### src/design/assert_macros.svh
// Assertion macros shared by the lexer modules.
`ifndef ASSERT_MACROS_SVH
`define ASSERT_MACROS_SVH

`ifndef ASSERT_OFF

// Property must hold at every rising clock edge outside reset.
`define ASSERT_CLK(lbl, clk, rst, prop, msg) \
   lbl: assert property (@(posedge clk) disable iff (rst) prop) else $error(msg);

// Condition must never be seen at a rising clock edge outside reset.
`define ASSERT_NEVER(lbl, clk, rst, cond, msg) \
   lbl: assert property (@(posedge clk) disable iff (rst) !(cond)) else $error(msg);

`else

`define ASSERT_CLK(lbl, clk, rst, prop, msg)
`define ASSERT_NEVER(lbl, clk, rst, cond, msg)

`endif

`endif

### src/design/sclx_pkg.sv
// Types, character codes and helpers shared by the comment stripping lexer.
`timescale 1ns / 1ps

package sclx_pkg;

   // Port widths of the payload fields.
   localparam int CHAR_W = 16;
   localparam int LINE_W = 20;

   // Defaults for the top-level parameters.
   localparam int CHAR_BITS_DEF = 16;
   localparam int LINE_BITS_DEF = 20;

   // Results one item can cause, and the queue between front and back.
   localparam int MAX_RES     = 3;
   localparam int QUEUE_DEPTH = 4;
   localparam int Q_PTR_W     = $clog2(QUEUE_DEPTH);
   localparam int Q_CNT_W     = $clog2(QUEUE_DEPTH + 1);

   localparam logic [CHAR_W-1:0] CH_NEWLINE   = 16'h000A;
   localparam logic [CHAR_W-1:0] CH_DQUOTE    = 16'h0022;
   localparam logic [CHAR_W-1:0] CH_SQUOTE    = 16'h0027;
   localparam logic [CHAR_W-1:0] CH_STAR      = 16'h002A;
   localparam logic [CHAR_W-1:0] CH_SLASH     = 16'h002F;
   localparam logic [CHAR_W-1:0] CH_SEMI      = 16'h003B;
   localparam logic [CHAR_W-1:0] CH_UPPER_A   = 16'h0041;
   localparam logic [CHAR_W-1:0] CH_UPPER_Z   = 16'h005A;
   localparam logic [CHAR_W-1:0] CH_BACKSLASH = 16'h005C;
   localparam logic [CHAR_W-1:0] CH_LOWER_N   = 16'h006E;
   localparam logic [CHAR_W-1:0] CASE_OFFSET  = 16'h0020;

   typedef enum logic [3:0] {
      ST_OK            = 4'd0,
      ST_NL_IN_CHAR    = 4'd1,
      ST_NL_IN_STRING  = 4'd2,
      ST_EMPTY_LITERAL = 4'd3,
      ST_BAD_ESCAPE    = 4'd4,
      ST_LITERAL_LONG  = 4'd5,
      ST_OPEN_LITERAL  = 4'd6,
      ST_OPEN_STRING   = 4'd7,
      ST_OPEN_BLOCK    = 4'd8
   } status_type;

   typedef enum logic [2:0] {
      MODE_NORMAL = 3'd0,
      MODE_SQ     = 3'd1,
      MODE_SQ_ESC = 3'd2,
      MODE_SQ_END = 3'd3,
      MODE_DQ     = 3'd4,
      MODE_DQ_ESC = 3'd5,
      MODE_LINE   = 3'd6,
      MODE_BLOCK  = 3'd7
   } mode_type;

   typedef struct packed {
      logic [CHAR_W-1:0] ch;
      logic              ch_valid;
      logic              done;
      status_type        status;
      logic [LINE_W-1:0] line;
   } res_type;

   // All results caused by one item, oldest in slot 0.
   typedef struct packed {
      res_type [MAX_RES-1:0] slot;
      logic [1:0]            count;
   } bundle_type;

   function automatic res_type mk_res(logic [CHAR_W-1:0] ch, logic vld, logic dn,
                                      status_type st, logic [LINE_W-1:0] ln);
      res_type r;
      r.ch       = ch;
      r.ch_valid = vld;
      r.done     = dn;
      r.status   = st;
      r.line     = ln;
      return r;
   endfunction

endpackage

### src/design/sclx_front.sv
// Front end: accepts characters, runs the lexer state and builds result bundles.
`timescale 1ns / 1ps

module sclx_front #(
   parameter int CHAR_BITS = sclx_pkg::CHAR_BITS_DEF,
   parameter int LINE_BITS = sclx_pkg::LINE_BITS_DEF
) (
   input  logic                            clock,
   input  logic                            reset,
   input  logic                            req_push,
   input  logic [sclx_pkg::CHAR_W-1:0]     req_char_in,
   input  logic                            req_is_last,
   input  logic                            q_full,
   output logic                            push,
   output sclx_pkg::bundle_type            push_data
);
   import sclx_pkg::*;

   `include "assert_macros.svh"

   localparam logic [LINE_BITS-1:0] LINE_ONE = LINE_BITS'(1);
   localparam logic [LINE_BITS-1:0] LINE_MAX = {LINE_BITS{1'b1}};

   mode_type             mode_ff, mode_in;
   logic                 slash_ff, slash_in;
   logic                 star_ff, star_in;
   logic [LINE_BITS-1:0] line_ff, line_in;
   logic [LINE_BITS-1:0] block_ff, block_in;
   logic                 err_ff, err_in;
   status_type           ecode_ff, ecode_in;
   logic [LINE_BITS-1:0] eline_ff, eline_in;

   logic                 accept;
   logic                 lex_go;
   logic [CHAR_BITS-1:0] c;
   logic [1:0]           n;
   bundle_type           bnd;
   status_type           fin_status;
   logic [LINE_BITS-1:0] fin_line;

   assign accept = req_push && !q_full;
   assign c      = CHAR_BITS'(req_char_in);

   always_ff @(posedge clock) begin
      if (reset) begin
         mode_ff  <= MODE_NORMAL;
         slash_ff <= 1'b0;
         star_ff  <= 1'b0;
         line_ff  <= LINE_ONE;
         block_ff <= LINE_ONE;
         err_ff   <= 1'b0;
         ecode_ff <= ST_OK;
         eline_ff <= LINE_ONE;
      end else begin
         mode_ff  <= mode_in;
         slash_ff <= slash_in;
         star_ff  <= star_in;
         line_ff  <= line_in;
         block_ff <= block_in;
         err_ff   <= err_in;
         ecode_ff <= ecode_in;
         eline_ff <= eline_in;
      end
   end

   always_comb begin
      mode_in    = mode_ff;
      slash_in   = slash_ff;
      star_in    = star_ff;
      line_in    = line_ff;
      block_in   = block_ff;
      err_in     = err_ff;
      ecode_in   = ecode_ff;
      eline_in   = eline_ff;
      lex_go     = 1'b0;
      n          = 2'd0;
      bnd        = '0;
      fin_status = ST_OK;
      fin_line   = line_ff;

      if (accept) begin
         if (!err_ff) begin
            lex_go = 1'b1;
            // A held slash either opens a comment or goes out ahead of this item.
            if (slash_ff) begin
               slash_in = 1'b0;
               if (c == CHAR_BITS'(CH_SLASH)) begin
                  mode_in = MODE_LINE;
                  lex_go  = 1'b0;
               end else if (c == CHAR_BITS'(CH_STAR)) begin
                  block_in = line_ff;
                  mode_in  = MODE_BLOCK;
                  star_in  = 1'b0;
                  lex_go   = 1'b0;
               end else begin
                  bnd.slot[n] = mk_res(CHAR_W'(CHAR_BITS'(CH_SLASH)), 1'b1, 1'b0, ST_OK,
                                       LINE_W'(line_ff));
                  n = n + 2'd1;
               end
            end

            if (lex_go) begin
               if (c == CHAR_BITS'(CH_NEWLINE)) begin
                  if (mode_ff inside {MODE_SQ, MODE_SQ_ESC, MODE_SQ_END}) begin
                     err_in   = 1'b1;
                     ecode_in = ST_NL_IN_CHAR;
                     eline_in = line_ff;
                     bnd.slot[n] = mk_res('0, 1'b0, 1'b0, ST_NL_IN_CHAR, LINE_W'(line_ff));
                     n = n + 2'd1;
                  end else if (mode_ff inside {MODE_DQ, MODE_DQ_ESC}) begin
                     err_in   = 1'b1;
                     ecode_in = ST_NL_IN_STRING;
                     eline_in = line_ff;
                     bnd.slot[n] = mk_res('0, 1'b0, 1'b0, ST_NL_IN_STRING, LINE_W'(line_ff));
                     n = n + 2'd1;
                  end else begin
                     if (mode_ff == MODE_LINE) begin
                        mode_in = MODE_NORMAL;
                     end
                     star_in = 1'b0;
                     bnd.slot[n] = mk_res(CHAR_W'(c), 1'b1, 1'b0, ST_OK, LINE_W'(line_ff));
                     n = n + 2'd1;
                     if (line_ff != LINE_MAX) begin
                        line_in = line_ff + LINE_ONE;
                     end
                  end
               end else begin
                  unique case (mode_ff)
                     MODE_NORMAL: begin
                        if (c == CHAR_BITS'(CH_SQUOTE)) begin
                           mode_in = MODE_SQ;
                           bnd.slot[n] = mk_res(CHAR_W'(c), 1'b1, 1'b0, ST_OK,
                                                LINE_W'(line_ff));
                           n = n + 2'd1;
                        end else if (c == CHAR_BITS'(CH_DQUOTE)) begin
                           mode_in = MODE_DQ;
                           bnd.slot[n] = mk_res(CHAR_W'(c), 1'b1, 1'b0, ST_OK,
                                                LINE_W'(line_ff));
                           n = n + 2'd1;
                        end else if (c == CHAR_BITS'(CH_SEMI)) begin
                           mode_in = MODE_LINE;
                        end else if (c == CHAR_BITS'(CH_SLASH)) begin
                           slash_in = 1'b1;
                        end else if (c >= CHAR_BITS'(CH_UPPER_A) &&
                                     c <= CHAR_BITS'(CH_UPPER_Z)) begin
                           bnd.slot[n] = mk_res(CHAR_W'(c + CHAR_BITS'(CASE_OFFSET)), 1'b1,
                                                1'b0, ST_OK, LINE_W'(line_ff));
                           n = n + 2'd1;
                        end else begin
                           bnd.slot[n] = mk_res(CHAR_W'(c), 1'b1, 1'b0, ST_OK,
                                                LINE_W'(line_ff));
                           n = n + 2'd1;
                        end
                     end
                     MODE_SQ: begin
                        if (c == CHAR_BITS'(CH_SQUOTE)) begin
                           err_in   = 1'b1;
                           ecode_in = ST_EMPTY_LITERAL;
                           eline_in = line_ff;
                           bnd.slot[n] = mk_res('0, 1'b0, 1'b0, ST_EMPTY_LITERAL,
                                                LINE_W'(line_ff));
                        end else begin
                           mode_in = (c == CHAR_BITS'(CH_BACKSLASH)) ? MODE_SQ_ESC
                                                                     : MODE_SQ_END;
                           bnd.slot[n] = mk_res(CHAR_W'(c), 1'b1, 1'b0, ST_OK,
                                                LINE_W'(line_ff));
                        end
                        n = n + 2'd1;
                     end
                     MODE_SQ_ESC, MODE_DQ_ESC: begin
                        if (c == CHAR_BITS'(CH_BACKSLASH) || c == CHAR_BITS'(CH_LOWER_N) ||
                            (mode_ff == MODE_SQ_ESC && c == CHAR_BITS'(CH_SQUOTE)) ||
                            (mode_ff == MODE_DQ_ESC && c == CHAR_BITS'(CH_DQUOTE))) begin
                           mode_in = (mode_ff == MODE_SQ_ESC) ? MODE_SQ_END : MODE_DQ;
                           bnd.slot[n] = mk_res(CHAR_W'(c), 1'b1, 1'b0, ST_OK,
                                                LINE_W'(line_ff));
                        end else begin
                           err_in   = 1'b1;
                           ecode_in = ST_BAD_ESCAPE;
                           eline_in = line_ff;
                           bnd.slot[n] = mk_res('0, 1'b0, 1'b0, ST_BAD_ESCAPE,
                                                LINE_W'(line_ff));
                        end
                        n = n + 2'd1;
                     end
                     MODE_SQ_END: begin
                        if (c == CHAR_BITS'(CH_SQUOTE)) begin
                           mode_in = MODE_NORMAL;
                           bnd.slot[n] = mk_res(CHAR_W'(c), 1'b1, 1'b0, ST_OK,
                                                LINE_W'(line_ff));
                        end else begin
                           err_in   = 1'b1;
                           ecode_in = ST_LITERAL_LONG;
                           eline_in = line_ff;
                           bnd.slot[n] = mk_res('0, 1'b0, 1'b0, ST_LITERAL_LONG,
                                                LINE_W'(line_ff));
                        end
                        n = n + 2'd1;
                     end
                     MODE_DQ: begin
                        if (c == CHAR_BITS'(CH_BACKSLASH)) begin
                           mode_in = MODE_DQ_ESC;
                        end else if (c == CHAR_BITS'(CH_DQUOTE)) begin
                           mode_in = MODE_NORMAL;
                        end
                        bnd.slot[n] = mk_res(CHAR_W'(c), 1'b1, 1'b0, ST_OK, LINE_W'(line_ff));
                        n = n + 2'd1;
                     end
                     MODE_LINE: begin
                     end
                     MODE_BLOCK: begin
                        // The star that opened the comment never counts toward closing it.
                        if (star_ff && c == CHAR_BITS'(CH_SLASH)) begin
                           mode_in = MODE_NORMAL;
                           star_in = 1'b0;
                        end else begin
                           star_in = (c == CHAR_BITS'(CH_STAR));
                        end
                     end
                     default: begin
                     end
                  endcase
               end
            end
         end

         if (req_is_last) begin
            if (!err_in && slash_in) begin
               bnd.slot[n] = mk_res(CHAR_W'(CHAR_BITS'(CH_SLASH)), 1'b1, 1'b0, ST_OK,
                                    LINE_W'(line_in));
               n = n + 2'd1;
            end
            if (err_in) begin
               fin_status = ecode_in;
               fin_line   = eline_in;
            end else if (mode_in inside {MODE_SQ, MODE_SQ_ESC, MODE_SQ_END}) begin
               fin_status = ST_OPEN_LITERAL;
               fin_line   = line_in;
            end else if (mode_in inside {MODE_DQ, MODE_DQ_ESC}) begin
               fin_status = ST_OPEN_STRING;
               fin_line   = line_in;
            end else if (mode_in == MODE_BLOCK) begin
               fin_status = ST_OPEN_BLOCK;
               fin_line   = block_in;
            end else begin
               fin_status = ST_OK;
               fin_line   = line_in;
            end
            bnd.slot[n] = mk_res('0, 1'b0, 1'b1, fin_status, LINE_W'(fin_line));
            n = n + 2'd1;

            // The text is finished; the next item starts a fresh one.
            mode_in  = MODE_NORMAL;
            slash_in = 1'b0;
            star_in  = 1'b0;
            line_in  = LINE_ONE;
            block_in = LINE_ONE;
            err_in   = 1'b0;
            ecode_in = ST_OK;
            eline_in = LINE_ONE;
         end
      end

      bnd.count = n;
   end

   assign push      = accept && (n != 2'd0);
   assign push_data = bnd;

   `ASSERT_CLK(a_silent_after_error, clock, reset,
               (accept && err_ff && !req_is_last) |-> !push,
               "lexer produced a result after an error")
   `ASSERT_NEVER(a_line_nonzero, clock, reset, line_ff == '0,
                 "line counter wrapped to zero")

endmodule

### src/design/sclx_queue.sv
// Short bundle queue that decouples the lexer front from the output back end.
`timescale 1ns / 1ps

module sclx_queue (
   input  logic                 clock,
   input  logic                 reset,
   input  logic                 push,
   input  sclx_pkg::bundle_type push_data,
   output logic                 full,
   input  logic                 pop,
   output logic                 valid,
   output sclx_pkg::bundle_type head
);
   import sclx_pkg::*;

   `include "assert_macros.svh"

   localparam logic [Q_CNT_W-1:0] DEPTH_CNT = Q_CNT_W'(QUEUE_DEPTH);

   bundle_type         entry_ff [QUEUE_DEPTH];
   logic [Q_PTR_W-1:0] wr_ptr_ff, wr_ptr_in;
   logic [Q_PTR_W-1:0] rd_ptr_ff, rd_ptr_in;
   logic [Q_CNT_W-1:0] occ_ff, occ_in;
   logic               do_push;
   logic               do_pop;

   assign full    = (occ_ff == DEPTH_CNT);
   assign valid   = (occ_ff != '0);
   assign head    = entry_ff[rd_ptr_ff];
   assign do_push = push && !full;
   assign do_pop  = pop && valid;

   always_comb begin
      wr_ptr_in = wr_ptr_ff;
      rd_ptr_in = rd_ptr_ff;
      occ_in    = occ_ff;
      if (do_push) begin
         wr_ptr_in = (wr_ptr_ff == Q_PTR_W'(QUEUE_DEPTH - 1)) ? '0 : wr_ptr_ff + Q_PTR_W'(1);
      end
      if (do_pop) begin
         rd_ptr_in = (rd_ptr_ff == Q_PTR_W'(QUEUE_DEPTH - 1)) ? '0 : rd_ptr_ff + Q_PTR_W'(1);
      end
      if (do_push && !do_pop) begin
         occ_in = occ_ff + Q_CNT_W'(1);
      end else if (do_pop && !do_push) begin
         occ_in = occ_ff - Q_CNT_W'(1);
      end
   end

   always_ff @(posedge clock) begin
      if (reset) begin
         wr_ptr_ff <= '0;
         rd_ptr_ff <= '0;
         occ_ff    <= '0;
      end else begin
         wr_ptr_ff <= wr_ptr_in;
         rd_ptr_ff <= rd_ptr_in;
         occ_ff    <= occ_in;
      end
   end

   always_ff @(posedge clock) begin
      if (do_push) begin
         entry_ff[wr_ptr_ff] <= push_data;
      end
   end

   `ASSERT_NEVER(a_occ_bound, clock, reset, occ_ff > DEPTH_CNT,
                 "queue occupancy beyond its depth")
   `ASSERT_NEVER(a_push_when_full, clock, reset, push && full,
                 "bundle pushed into a full queue")

endmodule

### src/design/sclx_back.sv
// Back end: unpacks bundles into single results and holds the output register.
`timescale 1ns / 1ps

module sclx_back (
   input  logic                          clock,
   input  logic                          reset,
   input  logic                          q_valid,
   input  sclx_pkg::bundle_type          head,
   output logic                          q_pop,
   input  logic                          rsp_pop,
   output logic                          rsp_empty,
   output logic [sclx_pkg::CHAR_W-1:0]   rsp_char_out,
   output logic                          rsp_char_valid,
   output logic                          rsp_done_res,
   output sclx_pkg::status_type          rsp_status,
   output logic [sclx_pkg::LINE_W-1:0]   rsp_line_number
);
   import sclx_pkg::*;

   `include "assert_macros.svh"

   res_type    out_ff, out_in;
   logic       out_v_ff, out_v_in;
   logic [1:0] idx_ff, idx_in;
   logic       load;
   logic       last_slot;

   // The output register takes a new result whenever it is empty or being drained.
   assign load      = q_valid && (!out_v_ff || rsp_pop);
   assign last_slot = ((idx_ff + 2'd1) == head.count);
   assign q_pop     = load && last_slot;

   always_comb begin
      out_in   = out_ff;
      out_v_in = out_v_ff;
      idx_in   = idx_ff;
      if (load) begin
         out_in   = head.slot[idx_ff];
         out_v_in = 1'b1;
         idx_in   = last_slot ? 2'd0 : idx_ff + 2'd1;
      end else if (rsp_pop) begin
         out_v_in = 1'b0;
      end
   end

   always_ff @(posedge clock) begin
      if (reset) begin
         out_v_ff <= 1'b0;
         idx_ff   <= 2'd0;
      end else begin
         out_v_ff <= out_v_in;
         idx_ff   <= idx_in;
      end
   end

   always_ff @(posedge clock) begin
      out_ff <= out_in;
   end

   assign rsp_empty       = !out_v_ff;
   assign rsp_char_out    = out_ff.ch;
   assign rsp_char_valid  = out_ff.ch_valid;
   assign rsp_done_res    = out_ff.done;
   assign rsp_status      = out_ff.status;
   assign rsp_line_number = out_ff.line;

   `ASSERT_CLK(a_idx_in_bundle, clock, reset, q_valid |-> (idx_ff < head.count),
               "slot index past the end of the head bundle")
   `ASSERT_CLK(a_bundle_nonempty, clock, reset, q_valid |-> (head.count != 2'd0),
               "empty bundle at the queue head")

endmodule

### src/design/script_comment_strip_lexer.sv
// Top level of the script comment stripping lexer.
`timescale 1ns / 1ps

// Usage: text enters one character per item on the req_ queue port (push, full,
// char_in, is_last); an item is taken at a clock edge with push high and full low.
// Results leave on the rsp_ queue port: while empty is low the oldest result is on
// the rsp_ fields, and it is taken at an edge with pop high.
// Each item causes zero to three results: stripped characters, one error status and,
// on the item marked last, a final status with done_res set.
// With queue and output register empty, a result of an item is written into the queue
// entry first and reaches the rsp_ ports from the output register after that.
// Throughput: one item per cycle while items cause at most one result and the receiver
// pops; the output register moves one result per cycle, so an item with two or three
// results holds it for each one. A four-bundle queue between the lexer front and the
// output back end absorbs these bursts; full rises only when that queue is full.
// When the receiver stalls, the output register holds its result, the queue fills
// and then full stops further input. No item is lost.
// Reset clears the lexer to normal text on line 1 and empties queue and output.
// After the final status of a text the lexer is back in its reset state.

module script_comment_strip_lexer #(
   parameter int CHAR_BITS = sclx_pkg::CHAR_BITS_DEF,
   parameter int LINE_BITS = sclx_pkg::LINE_BITS_DEF
) (
   input  logic                        clock,
   input  logic                        reset,
   input  logic                        req_push,
   output logic                        req_full,
   input  logic [sclx_pkg::CHAR_W-1:0] req_char_in,
   input  logic                        req_is_last,
   output logic                        rsp_empty,
   input  logic                        rsp_pop,
   output logic [sclx_pkg::CHAR_W-1:0] rsp_char_out,
   output logic                        rsp_char_valid,
   output logic                        rsp_done_res,
   output sclx_pkg::status_type        rsp_status,
   output logic [sclx_pkg::LINE_W-1:0] rsp_line_number
);
   import sclx_pkg::*;

   logic       q_full;
   logic       q_push;
   bundle_type q_push_data;
   logic       q_valid;
   logic       q_pop;
   bundle_type q_head;

   assign req_full = q_full;

   sclx_front #(
      .CHAR_BITS (CHAR_BITS),
      .LINE_BITS (LINE_BITS)
   ) u_front (
      .clock       (clock),
      .reset       (reset),
      .req_push    (req_push),
      .req_char_in (req_char_in),
      .req_is_last (req_is_last),
      .q_full      (q_full),
      .push        (q_push),
      .push_data   (q_push_data)
   );

   sclx_queue u_queue (
      .clock     (clock),
      .reset     (reset),
      .push      (q_push),
      .push_data (q_push_data),
      .full      (q_full),
      .pop       (q_pop),
      .valid     (q_valid),
      .head      (q_head)
   );

   sclx_back u_back (
      .clock           (clock),
      .reset           (reset),
      .q_valid         (q_valid),
      .head            (q_head),
      .q_pop           (q_pop),
      .rsp_pop         (rsp_pop),
      .rsp_empty       (rsp_empty),
      .rsp_char_out    (rsp_char_out),
      .rsp_char_valid  (rsp_char_valid),
      .rsp_done_res    (rsp_done_res),
      .rsp_status      (rsp_status),
      .rsp_line_number (rsp_line_number)
   );

endmodule
### config.mk
export PLATFORM = sky130hd
export DESIGN_NAME = script_comment_strip_lexer
export DESIGN_NICKNAME = d
export VERILOG_FILES = /design/src/design/sclx_pkg.sv /design/src/design/sclx_front.sv /design/src/design/sclx_queue.sv /design/src/design/sclx_back.sv /design/src/design/script_comment_strip_lexer.sv
export VERILOG_INCLUDE_DIRS = /design/src /design/src/design
export SDC_FILE = /design/constraint.sdc
export NUM_CORES = 1
export LEC_CHECK = 0
export BUFFER_PORTS_ARGS = -buffer_cell sky130_fd_sc_hd__buf_2
export CAP_MARGIN = 5
export CORE_MARGIN = 3
export CORE_UTILIZATION = 63
export DETAILED_ROUTE_END_ITERATION = 10
export PLACE_DENSITY_LB_ADDON = 0.25
export SYNTH_ARGS = -nofsm -noshare
export SYNTH_HDL_FRONTEND = slang
export SYNTH_SLANG_ARGS = --single-unit
### constraint.sdc
create_clock -name clock -period 7.86 [get_ports clock]
set_clock_uncertainty 0.15 [all_clocks]
set_input_delay 0.393 -clock clock [delete_from_list [all_inputs] [get_ports clock]]
set_output_delay 0.393 -clock clock [all_outputs]
set_load 0.01 [all_outputs]
* Yosys cells after proc, flatten, opt, wreduce, memory -nomap -nowiden
Memory sizes are Yosys's and may differ from the RTL's. A register that Yosys moved wholly into a read port is not among the register bits.
Cells that the tools add are included.
** Storage, ports and cells
- Bits in registers :: 122
- Latch bits :: 0
- RAM bits :: 512
- Bits in read-only memories :: 0
- Input port bits :: 21
- Output and inout bits :: 44
- Word-level logic and storage cells :: 279
- Memories :: 1
** Memories
- u_queue.entry_ff :: words 4, width 128, rd ports 1, clocked after memory_dff 1, write ports 1, line sclx_queue.sv:20 : bundle_type entry_ff [QUEUE_DEPTH];
** Cells by class
- $add $sub $neg :: 10
- $mul :: 0
- Div/mod/pow operators :: 0
- $lt $le $gt $ge :: 9
- Eq/ne operators :: 27
- Shift operators :: 0
- Mux-type cells :: 177
- Bitwise operators :: 0
- Reduce and logical (&&, ||, !) cells :: 37
** Operator list (count)
- 126-bit 2-to-1 mux :: 19
- 126-bit bitwise mux :: 9
- 126-bit one-hot mux with 5 select lines :: 1
- 20-bit 2-to-1 mux :: 28
- 42-bit 2-to-1 mux :: 8
- 42-bit demux with 2-bit select :: 3
- 42-bit binary-select mux with 2-bit select :: 1
- 16-bit by 6-bit == test with 1-bit output (second input constant) :: 5
- 3-bit 2-to-1 mux :: 23
- 4-bit 2-to-1 mux :: 15
- 20-bit one-hot mux with 3 select lines :: 1
- 2-bit 2-to-1 mux :: 22
- 1-bit 2-to-1 mux :: 42
- 16-bit by 7-bit == test with 1-bit output (second input constant) :: 2
- 32-bit 2-to-1 mux :: 1
- 3-bit == test (second input constant) :: 8
- 20-bit by 1-bit adder with 20-bit output (second input constant) :: 1
- 20-bit != test (second input constant) :: 1
- 3-bit one-hot mux with 6 select lines :: 1
- 16-bit by 6-bit adder with 16-bit output (second input constant) :: 1
- 16-bit by 4-bit == test with 1-bit output (second input constant) :: 1
- 16-bit by 7-bit >= comparator with 1-bit output (second input constant) :: 1
- 16-bit by 7-bit less-or-equal comparator with 1-bit output (second input constant) :: 1
- 1-bit logical AND :: 16
- other kinds (21) :: 49

* Logic depth before layout (Yosys ltp)
- Word-level depth :: 30
- Gate-level depth with buffers :: 23
- Mapped depth without buffers :: 21

* Cells and area by module
From an unflattened synthesis, not the netlist that was laid out.
** Unflattened totals
- Cell total of the unflattened synthesis :: 2011
- Area, all modules :: 28863.9 µm²
** Modules (own cells, without submodules)
- sclx_queue :: instances 1, cells an instance 718, area each 18988.2 µm²
- sclx_front :: instances 1, cells an instance 1086, area each 7531.0 µm²
- sclx_back :: instances 1, cells an instance 207, area each 2344.7 µm²

* Worst setup path after synthesis
No wires, ideal clock.
- Path kind :: input to register
- From :: in req_char_in[8] in the netlist's numbering
- To :: mem u_queue.entry_ff[0][0] in the netlist's numbering (enable)
- Setup time :: 0.484 ns
- Data arrival time :: 6.567 ns
- Data required time :: 7.226 ns
- Path slack :: 0.660 ns
- Stages :: 18
- Path buffers :: 2
- Path through :: or4_1 > buf_2 > or4_1 > o21a_1 > buf_2 > ha_1 > nand2_1 > mux2i_1 > a32oi_1 > a21o_1 > ha_1 > nor2_1 > a21oi_1 > ha_1 > nand2_1 > o21ai_0 > a21oi_2 > and2_1
** Between the ends
- Longest elaborated chain between the ends :: 28
- Elaborated cells between the ends (all ways) :: 64
** Ends and longest elaborated chain
- from (decl) :: line script_comment_strip_lexer.sv:29 : input logic [sclx_pkg::CHAR_W-1:0] req_char_in,
- 16-bit by 6-bit == test with 1-bit output :: line sclx_front.sv:90 : end else if (c == CHAR_BITS'(CH_STAR)) begin
- 1-bit 2-to-1 mux :: line sclx_front.sv:90
- 2-bit 2-to-1 mux :: line sclx_front.sv:87 : if (c == CHAR_BITS'(CH_SLASH)) begin
- 2-bit 2-to-1 mux :: line sclx_front.sv:85 : if (slash_ff) begin
- 2-bit 2-to-1 mux :: line sclx_front.sv:82 : if (!err_ff) begin
- 2-bit 2-to-1 mux :: line sclx_front.sv:81 : if (accept) begin
- 2-bit by 1-bit adder with 2-bit output
- 2-bit 2-to-1 mux :: line sclx_front.sv:142 : end else if (c == CHAR_BITS'(CH_SLASH)) begin
- (+13 left out)
- 2-bit 2-to-1 mux (*) :: line sclx_front.sv:227 : if (req_is_last) begin
- 2-bit 2-to-1 mux (*) :: line sclx_front.sv:81
- 2-bit nonzero test (*) :: line sclx_front.sv:267 : assign push = accept && (n != 2'd0);
- 1-bit logical AND (*) :: line sclx_front.sv:267
- 1-bit logical AND (*) :: line sclx_queue.sv:30 : assign do_push = push && !full;
- named net u_queue.do_push :: line sclx_queue.sv:24 : logic do_push;
- 1-bit 2-to-1 mux (*) :: line sclx_queue.sv:63 : if (do_push) begin
- 1-bit 2-to-1 mux (implied by the code) (*) :: line sclx_queue.sv:64 : entry_ff[wr_ptr_ff] <= push_data;
- to (decl) :: line sclx_queue.sv:20
Mark *: on every way through the listed nets, which the timed path passes. The rest lies on a longest branch. The select of a mux whose other input is x is not followed.

==> run_results.csv <==
group,metric,value,unit
sta,final.period_utilization,79.61,%
sta,max_slew_violations,0,
setup_path,worstSetupPathType,"in2reg",
global_routing,grt_pass1_vias,17373,
global_routing,grt_use_total,32.80,%
logic_synthesis,synth_area_leader_cell,"sky130_fd_sc_hd__edfxtp_1",
clock_tree,htree_num_levels,2,
final_layout,fraction_of_layout_instances_using_a_drive_strength_above_1,17.01,%
clock_tree,clock_transition_at_the_registers_of_the_reported_paths,0.06,ns
global_routing,antenna_found_initial,2,
detailed_routing,avgRoutedWirePerCell,28.38,um
detailed_routing,num_vias,17996,
clock_tree,cts_tree,"done",
clock_tree,cts.repair_timing.setup_buffer_count,0,
final_layout,n_fill_cell,2661,
logic_synthesis,synth.top_cell.area_share,55.82,%
setup_path,critical_path_rt,7.96,ns
hold_path,timing.hold.worst_path_depth,2,
setup_path,crit-reg2reg-capture,"u_queue.entry_ff[0][48]",
clock_tree,cts_root_buffer,"sky130_fd_sc_hd__clkbuf_16",
logic_synthesis,synth_ff_type,"sky130_fd_sc_hd__edfxtp_1",
logic_synthesis,mappedNetlistNets,1990,
logic_synthesis,postSynth.asyncResetShare,0,%
die,core.rowCount,74,
detailed_routing,drtIter0Drc,2735,
placement,gpl.final_weighted_congestion,0.9609,
setup_path,critical_path.startpoint_type,"primary input",
logic_synthesis,synth_seq_cells,572,
setup_path,critPathCaptureType,"register",
sta,unrepaired_setup_endpoints_after_global_routing,"no",
die,die-height,210.5,um
final_layout,reg_area,0.01636,mm2
global_routing,remaining_global_route_overflow,0,
placement,detailed_place_hpwl,45820,um
logic_synthesis,synth.top_cells.by_area,"sky130_fd_sc_hd__edfxtp_1 (56%), sky130_fd_sc_hd__mux4_2 (9.6%), sky130_fd_sc_hd__dfxtp_1 (6.2%)",
detailed_routing,drt_first_pass_iters,9,
placement,detailed_place.area,0.02719,mm2
pwr,power.leakage,10.01,nW
logic_synthesis,synthCells,1953,
clock_tree,worstSkewPairLatency,0.61,ns
pwr,power-per-cell-area,283.7,mW/mm2
run_status,status,"finished clean",
sta,postLayoutSetupSlackWorst,1.603,ns
final_layout,multiInputGateArea,0.009229,mm2
sta,slew_of_the_pin_with_the_lowest_slew_margin,1.335,ns
logic_synthesis,synthesis.yosys.warnings,0,
detailed_routing,route.detailed.drc,0,
logic_synthesis,synthesized_area,0.02636,mm2
sta,max_slew_margin,10.78,%
hold_path,hold_start,"req_char_in[10]",
clock_tree,tritoncts.num_buffers,54,
final_layout,synthToLayoutAreaGrowth,10.09,%
setup_path,rrSetupSlack,2.27,ns
sta,timing.setup.tns,0,ns
clock_tree,clock_sinks,572,
detailed_routing,detail_route.vias_per_cell,7.074,
setup_path,arrival,6.35,ns
pwr,vdd_ir_drop_max,0.0002099,V
logic_synthesis,syn_avg_cell_area,13.50,um2
logic_synthesis,synth.lib_cells_used.distinct,86,
setup_path,critical_path_peak_fanout,15,
die,floorplan.die_area,0.04433,mm2
final_layout,layout.nets,2006,
sta,timing.final.hold_violations,0,
die,start_util,64.12,%
die,core_area,0.04111,mm2
clock_tree,clockBufferDepth,3,
setup_path,worst-r2r-cell-count,15,
detailed_routing,finalWirelength,72200,um
sta,max_freq,159.8,MHz
die,num_io_pins,65,
global_routing,grt_first_pass_wirelength,109700,um
global_routing,grt_start_max_net_pins,79,
sta,final-setup-viol-count,0,
placement,dp_slack,1.332,ns
logic_synthesis,synth_enable_flop_cells,490,
placement,dpl.cell_count,2444,
setup_path,crit-reg2reg-launch,"u_front.mode_ff[1]",
final_layout,instances_no_fill,2544,
final_layout,postLayoutCellArea,0.02902,mm2
setup_path,setup.worst_path.start,"req_char_in[8]",
run,cap_viol_max_count,0,
die,floorplan.die.width,210.5,um
placement,placement.io_buffers,64,
sta,period_minus_slack,6.257,ns
setup_path,crit_end,"u_queue.entry_ff[0][48]",
logic_synthesis,ys_seq_area_share,62.05,%
detailed_routing,ant_nets,0,
hold_path,hold_path.class,"in2reg",
[cells in the mapped netlist, drive strengths merged, types with 6 or more instances]
cell type  count
nor4          19
clkbuf       118
o211ai        12
xnor2         16
or4           13
o21a           6
and3           8
a21o          10
nand3         33
mux2i         94
dfxtp         82
nor3          29
nand2b         8
ha            15
inv           56
a211oi        23
a31oi          9
nand4          9
o22ai         46
a221oi        13
xor2          13
and2          30
buf           29
nand2        105
a2111oi        7
a21oi        112
or3            8
nor2         191
or2            6
mux4         112
a22oi         62
o21ai         83
edfxtp       490
[cell usage in the layout, fill, tap and decap left out, drive strengths merged, types with 59 or more instances in the layout]
| cell type | instances |
|---|---|
| a21oi | 112 |
| clkbuf | 68 |
| inv | 59 |
| nand2 | 105 |
| a22oi | 62 |
| mux2i | 94 |
| o21ai | 83 |
| dfxtp | 82 |
| mux4 | 112 |
| nor2 | 191 |
| edfxtp | 490 |
| buf | 106 |
[timing repair]
item,CTS,global route
endpoints found under the hold margin,1,0
endpoints found under the setup margin,0,0
hold buffers,1,0
resized for setup,0,0
[report_power, final]
| group | total, mW | switching [mW] | leakage, nW | internal (mW) |
|---|---|---|---|---|
| clock | 2.69 | 1.14 | 0.870 | 1.55 |
| combinational | 1.67 | 1.01 | 3.71 | 0.658 |
| sequential | 3.88 | 0.141 | 5.43 | 3.74 |
[layout make-up]
cell class / count / share of cell area (%)
flip-flops and latches: 572 / 56.39
multi-input cells: 1174 / 31.80
clock buffers: 68 / 4.872
repair buffers: 107 / 2.440
well taps: 532 / 2.294
clock inverters: 30 / 1.397
inverters: 60 / 0.7933
diodes: 1 / 0.008623
[state kept, by name (all words and copies together) (netlist names), named ones only]
register and count:
u_front.line_ff 20, u_front.mode_ff 3, u_front.err_ff 1, u_back.rsp_char_out 16
u_front.star_ff 1, u_back.rsp_line_number 20, u_queue.occ_ff 3, u_queue.wr_ptr_ff 2
u_back.rsp_status 4, u_back.rsp_done_res 1, u_front.slash_ff 1, u_front.eline_ff 20
u_front.ecode_ff 4, u_queue.rd_ptr_ff 2, u_front.block_ff 20, u_back.out_v_ff 1
u_back.rsp_char_valid 1, u_queue.entry_ff 448, u_back.idx_ff 2
[worst max-delay path, stage by stage]
cell                        delay [ns]
sky130_fd_sc_hd__buf_2            0.13
sky130_fd_sc_hd__or4_1            0.81
sky130_fd_sc_hd__or4_1            0.63
sky130_fd_sc_hd__o21a_1           0.35
sky130_fd_sc_hd__ha_1             0.38
sky130_fd_sc_hd__nand2_1          0.07
sky130_fd_sc_hd__mux2i_1          0.10
sky130_fd_sc_hd__a32oi_1          0.26
sky130_fd_sc_hd__a21o_1           0.24
sky130_fd_sc_hd__ha_1             0.26
sky130_fd_sc_hd__nor2_1           0.10
sky130_fd_sc_hd__a21oi_1          0.07
sky130_fd_sc_hd__inv_1            0.09
sky130_fd_sc_hd__ha_1             0.52
sky130_fd_sc_hd__inv_1            0.14
sky130_fd_sc_hd__a21oi_1          0.73
sky130_fd_sc_hd__a21oi_1          0.07
sky130_fd_sc_hd__a2111oi_0        1.01
[per-layer routing]
| metal | share of wire, % | GRT usage, % | wire length [um] |
|---|---|---|---|
| met5 | 0 | 0 | 0 |
| met4 | 2.7 | 9.122 | 1947 |
| met3 | 13 | 8.290 | 9258 |
| met2 | 45 | 49.05 | 32680 |
| met1 | 39 | 48.95 | 28320 |
[metrics by stage]
step | power, mW | hold slack, ns | util (%)
2_1_floorplan | 5.015 | 0.2955 | -
3_3_place_gp | 5.517 | 0.3033 | 66.13
3_5_place_dp | 5.576 | 0.3279 | 66.13
4_1_cts | 8.264 | 0.03072 | 70.58
5_1_grt | 8.516 | 0.06452 | 70.58
6_report | 8.234 | 0.06680 | 70.59
[worst min path at each step]
stage,end,slack (ns)
2_1_floorplan,u_back.out_v_ff,0.30
3_3_place_gp,u_back.out_v_ff,0.30
3_5_place_dp,u_front.eline_ff[0],0.33
4_1_cts,u_queue.entry_ff[0][38],0.03
5_1_grt,u_queue.entry_ff[3][38],0.06
6_report,u_queue.entry_ff[2][38],0.07
[cells by family after synthesis]
family,after synthesis,synth area share [%]
buf+inv,207,3.085
compound gates,436,10.97
simple gates,485,8.919
fa+ha+maj,16,0.7880
mux,208,13.22
flops,572,62.05
xor+xnor,29,0.9636
(Power assumes the default switching activity.)
